<file path="config.mk">
export PLATFORM = sky130hd
export DESIGN_NAME = station_history_table_unit
export DESIGN_NICKNAME = d
export VERILOG_FILES = /design/src/rtl/sht_pkg.sv /design/src/rtl/sht_entry_ram.sv /design/src/rtl/station_history_table_unit.sv
export SDC_FILE = /design/constraint.sdc
export NUM_CORES = 2
export LEC_CHECK = 0
export BUFFER_PORTS_ARGS = -buffer_cell sky130_fd_sc_hd__buf_2
export CAP_MARGIN = 20
export CORE_MARGIN = 2
export CORE_UTILIZATION = 52
export CTS_BUF_LIST = sky130_fd_sc_hd__clkbuf_8 sky130_fd_sc_hd__clkbuf_16
export CTS_CLUSTER_DIAMETER = 30
export CTS_CLUSTER_SIZE = 14
export DETAILED_ROUTE_END_ITERATION = 10
export GPL_ROUTABILITY_DRIVEN = 0
export PLACE_DENSITY_LB_ADDON = 0.1
export SYNTH_ARGS = -nofsm -noshare
export SYNTH_HDL_FRONTEND = slang
export SYNTH_SLANG_ARGS = --single-unit
</file>
<file path="constraint.sdc">
create_clock -name clk_i -period 7.1 [get_ports clk_i]
set_clock_uncertainty 0.05 [all_clocks]
set_input_delay 0.355 -clock clk_i [delete_from_list [all_inputs] [get_ports clk_i]]
set_output_delay 0.355 -clock clk_i [all_outputs]
set_load 0.02 [all_outputs]
</file>
<file path="src/rtl/sht_pkg.sv">
`timescale 1ns / 1ps

package sht_pkg;

  localparam int unsigned DEFAULT_ENTRIES = 32;

  localparam int unsigned OP_W     = 2;
  localparam int unsigned STATUS_W = 3;
  localparam int unsigned MAC_W    = 48;
  localparam int unsigned IP_W     = 32;
  localparam int unsigned TIME_W   = 17;
  localparam int unsigned IDX_W    = 5;
  localparam int unsigned SLOT_W   = 5;
  localparam int unsigned COUNT_W  = 6;

  localparam int unsigned IN_DATA_W  = 104;
  localparam int unsigned OUT_DATA_W = 128;

  typedef enum logic [OP_W-1:0] {
    OP_OBSERVE = 2'd0,
    OP_READ    = 2'd1,
    OP_CLEAR   = 2'd2
  } opcode_e;

  typedef enum logic [STATUS_W-1:0] {
    STS_UPDATED  = 3'd0,
    STS_ADDED    = 3'd1,
    STS_FULL     = 3'd2,
    STS_READ_OK  = 3'd3,
    STS_READ_OOR = 3'd4,
    STS_CLEARED  = 3'd5
  } status_e;

  // one table entry as held in the entry ram
  typedef struct packed {
    logic [MAC_W-1:0]  mac;
    logic [IP_W-1:0]   ip;
    logic [TIME_W-1:0] first_seen;
    logic [TIME_W-1:0] last_seen;
    logic              new_flag;
  } entry_t;

  // input tdata, last field in the lowest bits
  typedef struct packed {
    logic [1:0]        pad;
    logic [IDX_W-1:0]  entry_index;
    logic [TIME_W-1:0] seen_time;
    logic [IP_W-1:0]   station_ip;
    logic [MAC_W-1:0]  station_mac;
  } in_data_t;

  // output tdata, last field in the lowest bits
  typedef struct packed {
    logic [1:0]         pad;
    logic               new_flag;
    logic [TIME_W-1:0]  last_seen_out;
    logic [TIME_W-1:0]  first_seen_out;
    logic [IP_W-1:0]    ip_out;
    logic [MAC_W-1:0]   mac_out;
    logic [COUNT_W-1:0] entry_count;
    logic [SLOT_W-1:0]  slot;
  } out_data_t;

endpackage

</file>
<file path="src/rtl/sht_entry_ram.sv">
`timescale 1ns / 1ps

module sht_entry_ram import sht_pkg::*; #(
  parameter int unsigned DEPTH  = DEFAULT_ENTRIES,
  parameter int unsigned ADDR_W = (DEPTH > 1) ? $clog2(DEPTH) : 1
) (
  input  logic              clk_i,
  input  logic              wr_en_i,
  input  logic [ADDR_W-1:0] wr_addr_i,
  input  entry_t            wr_data_i,
  input  logic              rd_en_i,
  input  logic [ADDR_W-1:0] rd_addr_i,
  output entry_t            rd_data_o
);

  entry_t mem_q [DEPTH];
  entry_t rd_data_q;

  always_ff @(posedge clk_i) begin
    if (wr_en_i) begin
      mem_q[wr_addr_i] <= wr_data_i;
    end
  end

  // registered read port
  always_ff @(posedge clk_i) begin
    if (rd_en_i) begin
      rd_data_q <= mem_q[rd_addr_i];
    end
  end

  assign rd_data_o = rd_data_q;

endmodule

</file>
<file path="src/rtl/station_history_table_unit.sv">
`timescale 1ns / 1ps

// channel   | signals                              | transaction
// ----------+--------------------------------------+-------------------------------------
// s_axis    | tvalid tready tdata[103:0] tuser[1:0] | one command: observe, read or clear
// m_axis    | tvalid tready tdata[127:0] tuser[2:0] | one result per observe, read or clear
//
// observe: accept, then a scan over the entries compared (one ram read per cycle,
//   compares pipelined behind the read), then hand over; the scan is linear over the
//   stored entries, bound by the single read port of the entry ram
// read: accept, ram read, hand over; clear and out of range reads: accept, hand over
// an unused opcode is taken and gives no result
// reset clears the entry count and the control registers; ram contents stay undefined and are never read
//   before being written, since only entries below the count are read
// a new command is taken while the previous result still waits in the output register

module station_history_table_unit import sht_pkg::*; #(
  parameter int unsigned ENTRIES = DEFAULT_ENTRIES
) (
  input  logic                  clk_i,
  input  logic                  rst_ni,
  // station_mac, station_ip, seen_time, entry_index
  input  logic [IN_DATA_W-1:0]  s_axis_tdata,
  // opcode
  input  logic [OP_W-1:0]       s_axis_tuser,
  input  logic                  s_axis_tvalid,
  output logic                  s_axis_tready,
  // slot, entry_count, mac_out, ip_out, first_seen_out, last_seen_out, new_flag
  output logic [OUT_DATA_W-1:0] m_axis_tdata,
  // status
  output logic [STATUS_W-1:0]   m_axis_tuser,
  output logic                  m_axis_tvalid,
  input  logic                  m_axis_tready
);

  localparam int unsigned ADDR_W = (ENTRIES > 1) ? $clog2(ENTRIES) : 1;
  localparam int unsigned CNT_W  = $clog2(ENTRIES + 1);
  localparam int unsigned CMP_W  = (CNT_W > IDX_W) ? CNT_W : IDX_W;

  typedef enum logic [1:0] {
    S_IDLE,
    S_SCAN,
    S_READ,
    S_DONE
  } state_e;

  state_e             state_q;
  logic [CNT_W-1:0]   count_q;
  logic [ADDR_W-1:0]  ptr_q;
  logic [MAC_W-1:0]   mac_q;
  logic [IP_W-1:0]    ip_q;
  logic [TIME_W-1:0]  time_q;

  // finished result, waiting for the output register
  status_e            res_status_q;
  logic [SLOT_W-1:0]  res_slot_q;
  entry_t             res_entry_q;

  // output register
  logic               out_valid_q;
  status_e            out_status_q;
  out_data_t          out_data_q;

  in_data_t           in_data;
  opcode_e            in_op;
  logic               in_acc;
  logic               hand_over;

  entry_t             rd_data;
  logic               rd_en;
  logic [ADDR_W-1:0]  rd_addr;
  logic               wr_en;
  logic [ADDR_W-1:0]  wr_addr;
  entry_t             wr_data;

  logic [MAC_W-1:0]   obs_mac;
  logic [IP_W-1:0]    obs_ip;
  logic [TIME_W-1:0]  obs_time;
  logic [CNT_W-1:0]   ptr_next;
  logic               hit;
  logic               more;
  logic               room;
  logic               empty;
  logic               idx_ok;
  entry_t             append_entry;
  entry_t             update_entry;

  assign in_data       = in_data_t'(s_axis_tdata);
  assign in_op         = opcode_e'(s_axis_tuser);
  assign s_axis_tready = (state_q == S_IDLE);
  assign in_acc        = s_axis_tvalid && s_axis_tready;

  // finished result moves into the output register once it is free or being emptied
  assign hand_over = (state_q == S_DONE) && (!out_valid_q || m_axis_tready);

  // observed station comes straight from the port when an empty table is appended at once
  assign obs_mac  = (state_q == S_IDLE) ? in_data.station_mac : mac_q;
  assign obs_ip   = (state_q == S_IDLE) ? in_data.station_ip  : ip_q;
  assign obs_time = (state_q == S_IDLE) ? in_data.seen_time   : time_q;

  assign ptr_next = CNT_W'(ptr_q) + CNT_W'(1);
  assign hit      = (rd_data.mac == mac_q);
  assign more     = (ptr_next < count_q);
  assign room     = (count_q < CNT_W'(ENTRIES));
  assign empty    = (count_q == '0);
  // count never exceeds ENTRIES, so this also keeps the index inside the ram
  assign idx_ok   = (CMP_W'(in_data.entry_index) < CMP_W'(count_q));

  always_comb begin
    append_entry            = '0;
    append_entry.mac        = obs_mac;
    append_entry.ip         = obs_ip;
    append_entry.first_seen = obs_time;
    append_entry.last_seen  = obs_time;
    append_entry.new_flag   = 1'b1;

    update_entry            = rd_data;
    update_entry.ip         = ip_q;
    update_entry.last_seen  = time_q;
    update_entry.new_flag   = 1'b0;
  end

  // ram read and write-back; a write always ends an item, and the next item's first
  // read is issued no earlier than the cycle after, so no forwarding is needed
  always_comb begin
    rd_en   = 1'b0;
    rd_addr = '0;
    wr_en   = 1'b0;
    wr_addr = ADDR_W'(count_q);
    wr_data = append_entry;
    case (state_q)
      S_IDLE: begin
        if (in_acc && in_op == OP_OBSERVE) begin
          rd_en = !empty;
          wr_en = empty;
        end else if (in_acc && in_op == OP_READ) begin
          rd_en   = idx_ok;
          rd_addr = ADDR_W'(in_data.entry_index);
        end
      end
      S_SCAN: begin
        if (hit) begin
          wr_en   = 1'b1;
          wr_addr = ptr_q;
          wr_data = update_entry;
        end else if (more) begin
          rd_en   = 1'b1;
          rd_addr = ADDR_W'(ptr_next);
        end else begin
          wr_en = room;
        end
      end
      default: ;
    endcase
  end

  sht_entry_ram #(
    .DEPTH  (ENTRIES),
    .ADDR_W (ADDR_W)
  ) u_ram (
    .clk_i     (clk_i),
    .wr_en_i   (wr_en),
    .wr_addr_i (wr_addr),
    .wr_data_i (wr_data),
    .rd_en_i   (rd_en),
    .rd_addr_i (rd_addr),
    .rd_data_o (rd_data)
  );

  always_ff @(posedge clk_i or negedge rst_ni) begin
    if (!rst_ni) begin
      state_q      <= S_IDLE;
      count_q      <= '0;
      ptr_q        <= '0;
      mac_q        <= '0;
      ip_q         <= '0;
      time_q       <= '0;
      res_status_q <= STS_CLEARED;
      res_slot_q   <= '0;
      res_entry_q  <= '0;
      out_valid_q  <= 1'b0;
      out_status_q <= STS_CLEARED;
      out_data_q   <= '0;
    end else begin
      if (m_axis_tready && !hand_over) begin
        out_valid_q <= 1'b0;
      end
      unique case (state_q)
        S_IDLE: begin
          if (in_acc) begin
            mac_q  <= in_data.station_mac;
            ip_q   <= in_data.station_ip;
            time_q <= in_data.seen_time;
            case (in_op)
              OP_OBSERVE: begin
                if (empty) begin
                  count_q      <= count_q + CNT_W'(1);
                  res_status_q <= STS_ADDED;
                  res_slot_q   <= '0;
                  res_entry_q  <= append_entry;
                  state_q      <= S_DONE;
                end else begin
                  ptr_q   <= '0;
                  state_q <= S_SCAN;
                end
              end
              OP_READ: begin
                res_slot_q <= in_data.entry_index;
                if (idx_ok) begin
                  state_q <= S_READ;
                end else begin
                  res_status_q <= STS_READ_OOR;
                  res_entry_q  <= '0;
                  state_q      <= S_DONE;
                end
              end
              OP_CLEAR: begin
                count_q      <= '0;
                res_status_q <= STS_CLEARED;
                res_slot_q   <= '0;
                res_entry_q  <= '0;
                state_q      <= S_DONE;
              end
              default: ;  // unused opcode: dropped without a result
            endcase
          end
        end
        S_SCAN: begin
          // rd_data holds the entry at ptr_q
          if (hit) begin
            res_status_q <= STS_UPDATED;
            res_slot_q   <= SLOT_W'(ptr_q);
            res_entry_q  <= update_entry;
            state_q      <= S_DONE;
          end else if (more) begin
            ptr_q <= ADDR_W'(ptr_next);
          end else if (room) begin
            count_q      <= count_q + CNT_W'(1);
            res_status_q <= STS_ADDED;
            res_slot_q   <= SLOT_W'(count_q);
            res_entry_q  <= append_entry;
            state_q      <= S_DONE;
          end else begin
            res_status_q <= STS_FULL;
            res_slot_q   <= '0;
            res_entry_q  <= '0;
            state_q      <= S_DONE;
          end
        end
        S_READ: begin
          res_status_q <= STS_READ_OK;
          res_entry_q  <= rd_data;
          state_q      <= S_DONE;
        end
        S_DONE: begin
          // hand over once the output register is free or being emptied
          if (hand_over) begin
            out_valid_q               <= 1'b1;
            out_status_q              <= res_status_q;
            out_data_q.pad            <= '0;
            out_data_q.slot           <= res_slot_q;
            out_data_q.entry_count    <= COUNT_W'(count_q);
            out_data_q.mac_out        <= res_entry_q.mac;
            out_data_q.ip_out         <= res_entry_q.ip;
            out_data_q.first_seen_out <= res_entry_q.first_seen;
            out_data_q.last_seen_out  <= res_entry_q.last_seen;
            out_data_q.new_flag       <= res_entry_q.new_flag;
            state_q                   <= S_IDLE;
          end
        end
        default: state_q <= S_IDLE;
      endcase
    end
  end

  assign m_axis_tvalid = out_valid_q;
  assign m_axis_tuser  = out_status_q;
  assign m_axis_tdata  = out_data_q;

  // table never holds more than ENTRIES stations
  a_count_bound: assert property (@(posedge clk_i) disable iff (!rst_ni)
    count_q <= CNT_W'(ENTRIES))
    else $error("entry count above table size");

  // the count only grows by one on an append or drops to zero on a clear
  a_count_step: assert property (@(posedge clk_i) disable iff (!rst_ni)
    (count_q != $past(count_q)) |->
      (count_q == $past(count_q) + CNT_W'(1) || count_q == '0))
    else $error("entry count changed by an illegal step");

  // the scan pointer stays among the valid entries
  a_scan_in_range: assert property (@(posedge clk_i) disable iff (!rst_ni)
    (state_q == S_SCAN) |-> (CNT_W'(ptr_q) < count_q))
    else $error("scan pointer beyond valid entries");

  // a write-back always hands the item to the result stage
  a_write_ends_item: assert property (@(posedge clk_i) disable iff (!rst_ni)
    wr_en |=> (state_q == S_DONE))
    else $error("ram written without finishing the item");

endmodule
</file>
==> parameters.txt <==
Parameter                              Value

GRT
  Aggregate global routing overflow    0
  Antenna violations before repair    28
  First-pass GRT wire length    787 mm
  Total routing usage reported by global routing    0.340
  Maximum number of pins on one net before global-route repair    155
  Number of global-route vias before repair    109,000

Setup path
  Biggest fanout along the worst timing path    45
  Required time at the endpoint of the critical path    7.85 ns
  Worst path most repeated cell    sky130_fd_sc_hd__buf_4
  Category of the worst setup path capture point    flop
  Worst path max stage delay    0.69 ns
  Path type of the worst setup path    reg -> reg
  Slowest CP cell    sky130_fd_sc_hd__buf_4
  First element of the critical path    u_ram.rd_data_o[90]
  Arrival time at the worst endpoint    6.84 ns
  Worst R2R Start    u_ram.rd_data_o[90]
  Kind of launch point of the worst setup path    flop
  Cell breakdown of the critical path    xor2_1, nor4_1, nand4_1, nor3_4, buf_4, o31a_2, buf_4, buf_4, nand2_1, nand3_1, o2111ai_1, a31oi_1

Clock tree
  Clk_lat worst skew    1.08 ns
  Number of instances resized during post-cts repair    0
  CTS tree    done
  # hold bufs at CTS    133
  Sinks on the clock net    4,158
  Post-CTS Setup Inserts    0
  Longest Clk Path Bufs    4
  Htree depth    6
  Number of buffers added by the clock tree synthesis step    756
  Clock-pin slew of the registers on the worst-case setup and hold paths    0.05 ns
  Clock root buffer    sky130_fd_sc_hd__clkbuf_16

Floorplanning
  Floorplan row count    206
  Die boundary width    567 um
  DIE AREA    322,000 um2
  Floorplan core area    315,000 um2
  Height of the chip    567 um
  Effective utilization at floorplan    0.523
  Number of primary I/O pins    243

STA
  Worst slew margin relative to its limit    0.195
  Max frequency    164 MHz
  Worst Tran Pin Value    1.20 ns
  Number of setup violations in the final report    0
  Post-route clock period utilization    0.858
  Final hold violation count    0
  Number of pins with negative max-slew slack in the final report    0
  Sum Neg Setup Slack    0 ns
  Setup repair after global routing missed its margin    no
  Period minus WS final    6.09 ns
  Final worst setup slack    1.01 ns

Route
  Detailed-router iteration count before antenna repair    8
  Total Wirelength    558 mm
  Count of antenna-violating nets left after detailed routing    0
  Routed WL per cell    31.2 um
  Vias post-DR    112,000
  First DRT Iteration DRCs    15,500
  Residual DRC count    0
  Detail-routed via count per cell    6.29

Finish
  Area taken by multi-input logic gates    39,100 um2
  Syn-to-layout area delta    22.9%
  Post-Layout Cell Count    17,900
  Final design area excluding fillers    203,000 um2
  Sequential cell area in the final layout    123,000 um2
  Net total in the final layout    13,200
  Number of fillers in the final layout    22,700
  Fraction of layout cells with a size suffix above 1    0.179

Synthesis
  Post-synthesis instance area    165,000 um2
  Warnings, synthesis    0
  EDFF count, synth    3,795
  Sequential fraction of the synthesis area    0.745
  Number of distinct library cells after synthesis    65
  Cell types with the largest area share after synthesis    sky130_fd_sc_hd__edfxtp_1 (69%), sky130_fd_sc_hd__nand2_1 (7.1%), sky130_fd_sc_hd__dfrtp_1 (5.4%)
  Async S/R FF share, synth    0.0873
  Leading area contributor after synthesis    sky130_fd_sc_hd__edfxtp_1
  Library cell with the highest instance count after synthesis    sky130_fd_sc_hd__edfxtp_1
  Complex-gate fraction of the synthesized area    0.0791
  Post-synthesis cell count    12,200
  Yosys top cell area share    0.690
  Xor-xnor portion of the synthesized cell area    0.00286
  Leading register cell type out of synthesis    sky130_fd_sc_hd__edfxtp_1
  Avg Cell Area, Syn    13.5 um2
  Fraction of the mapped netlist area in simple logic gates    0.112
  Synthesized-area fraction occupied by adder cells    0.00152
  Total of flip-flops plus latches after synthesis    4,158
  Share of synthesized area spent on multiplexers    0.0367
  Most used standard cells in the synthesized netlist    sky130_fd_sc_hd__edfxtp_1 (3,795), sky130_fd_sc_hd__nand2_1 (3,103), sky130_fd_sc_hd__nand3_1 (910), sky130_fd_sc_hd__a21oi_1 (833), sky130_fd_sc_hd__clkbuf_1 (383)
  Dominant combinational cell family by area after synthesis    simple AND/OR/NAND/NOR gates

Placed design
  Post-Place Worst Slack    1.15 ns
  Port bufs    238
  # placed instances    16,300
  Total cell area at the placement stage    174,000 um2
  Detail Placement HPWL    294 mm

Pwr
  Maximum ir drop on the vdd rail    0.000440 V
  Leakage power of the design    72.8 nW
  Internal power of the cells    0.0628 W
  Combinational share of power    0.246
  Switching fraction of total power    0.324
  Power density over the cells    458 nW/um2
  Clock network power share    0.396
  Share of power burned in registers    0.359
  Net switching power figure    0.0301 W

Hold path
  Hold Startpoint    s_axis_tdata[46]
  Class of the most critical hold timing path    in -> reg

Run status
  Result of the run    completed

Job
  Max_cap viols    0
-- placed cells by master, fill, tap and decap left out, types with 46 or more instances in the layout --
master / count
sky130_fd_sc_hd__xor2_1: 49
sky130_fd_sc_hd__o2111ai_1: 91
sky130_fd_sc_hd__dfrtp_1: 359
sky130_fd_sc_hd__nand3_1: 906
sky130_fd_sc_hd__nor2_1: 246
sky130_fd_sc_hd__a21oi_1: 754
sky130_fd_sc_hd__inv_1: 120
sky130_fd_sc_hd__o22ai_1: 105
sky130_fd_sc_hd__buf_4: 284
sky130_fd_sc_hd__clkbuf_16: 768
sky130_fd_sc_hd__dlygate4sd3_1: 132
sky130_fd_sc_hd__clkinv_2: 124
sky130_fd_sc_hd__inv_6: 46
sky130_fd_sc_hd__a32oi_1: 257
sky130_fd_sc_hd__clkinvlp_4: 81
sky130_fd_sc_hd__nand2_1: 3099
sky130_fd_sc_hd__clkinv_1: 78
sky130_fd_sc_hd__o211ai_1: 101
sky130_fd_sc_hd__buf_12: 169
sky130_fd_sc_hd__buf_8: 51
sky130_fd_sc_hd__a21oi_2: 78
sky130_fd_sc_hd__or4_1: 83
sky130_fd_sc_hd__bufinv_16: 112
sky130_fd_sc_hd__mux2i_1: 259
sky130_fd_sc_hd__a22oi_1: 64
sky130_fd_sc_hd__buf_2: 237
sky130_fd_sc_hd__mux2_2: 308
sky130_fd_sc_hd__a31oi_1: 261
sky130_fd_sc_hd__edfxtp_1: 3795
sky130_fd_sc_hd__o21ai_0: 254
-- logic make-up after synthesis --
kind of cell,Yosys count
AOI/OAI and AO/OA,2095
xor gates and xnor gates,54
adders and majority gates,20
buffers and inverters,848
DFF,4158
muxes,567
other,1
and+or+nand+nor,4474
-- worst paths after layout --
path                                       end  slack [ns]  cells after the start
max in group asynchronous     m_axis_tdata[83]        5.50                      4
min                                  mac_q[46]        0.06                      3
min reg2reg                    res_status_q[2]        0.41                      2
max reg2reg                u_ram.rd_data_o[56]        1.01                     12
min in group asynchronous      res_status_q[0]        0.45                      3
max                        u_ram.rd_data_o[56]        1.01                     12
-- critical path, delay by kind of cell, from the launching register on --
| kind | cells | cell delay, ns |
|---|---|---|
| buffers and inverters | 3 | 1.62 |
| DFF | 1 | 0.42 |
| and+or+nand+nor | 5 | 2.11 |
| xor gates and xnor gates | 1 | 0.33 |
| AOI/OAI and AO/OA | 3 | 1.20 |
-- sequential cells by signal, summed over array words and instances, names as in the netlist, 5 cells and up --
name             flops
u_ram.mem_q       3680
m_axis_tdata       126
res_entry_q        115
u_ram.rd_data_o    115
mac_q               48
ip_q                32
time_q              17
count_q              6
ptr_q                5
res_slot_q           5
-- routing by layer --
metal,vias to the layer above,GRT usage,share of wire
li1,47500,-,-
met3,1313,0.0599,0.097
met5,-,0,0.00011
met4,8,0.174,0.055
met1,56900,0.452,0.38
met2,6657,0.541,0.47
-- area by class of cell --
cell class,instances,area share
Sequential cell,4158,0.607
Multi-Input combinational cell,7212,0.193
Clock buffer,784,0.0958
Timing Repair Buffer,880,0.0439
Clock inverter,634,0.0347
Tap cell,4160,0.0257
Inverter,18,0.000370
Antenna cell,19,0.000234
-- metrics by stage --
step | utilization | power (W) | hold slack (ns)
2_1_floorplan | - | 0.0465 | 0.00941
3_3_place_gp | 0.552 | 0.0547 | 0.347
3_5_place_dp | 0.553 | 0.0554 | 0.353
4_1_cts | 0.641 | 0.0922 | 0.00202
5_1_grt | 0.643 | 0.0958 | 0.0626
6_report | 0.643 | 0.0929 | 0.0626
-- power groups by stage --
| stage | clock network, W | registers [W] | logic [W] |
|---|---|---|---|
| final | 0.0368 | 0.0333 | 0.0228 |
| after CTS | 0.0370 | 0.0334 | 0.0219 |
| after floorplan | 0 | 0.0339 | 0.0126 |
| after detailed placement | 0 | 0.0338 | 0.0216 |
| after global routing | 0.0382 | 0.0334 | 0.0242 |
| after global placement | 0 | 0.0338 | 0.0210 |
Power figures use the tool's default switching activity.
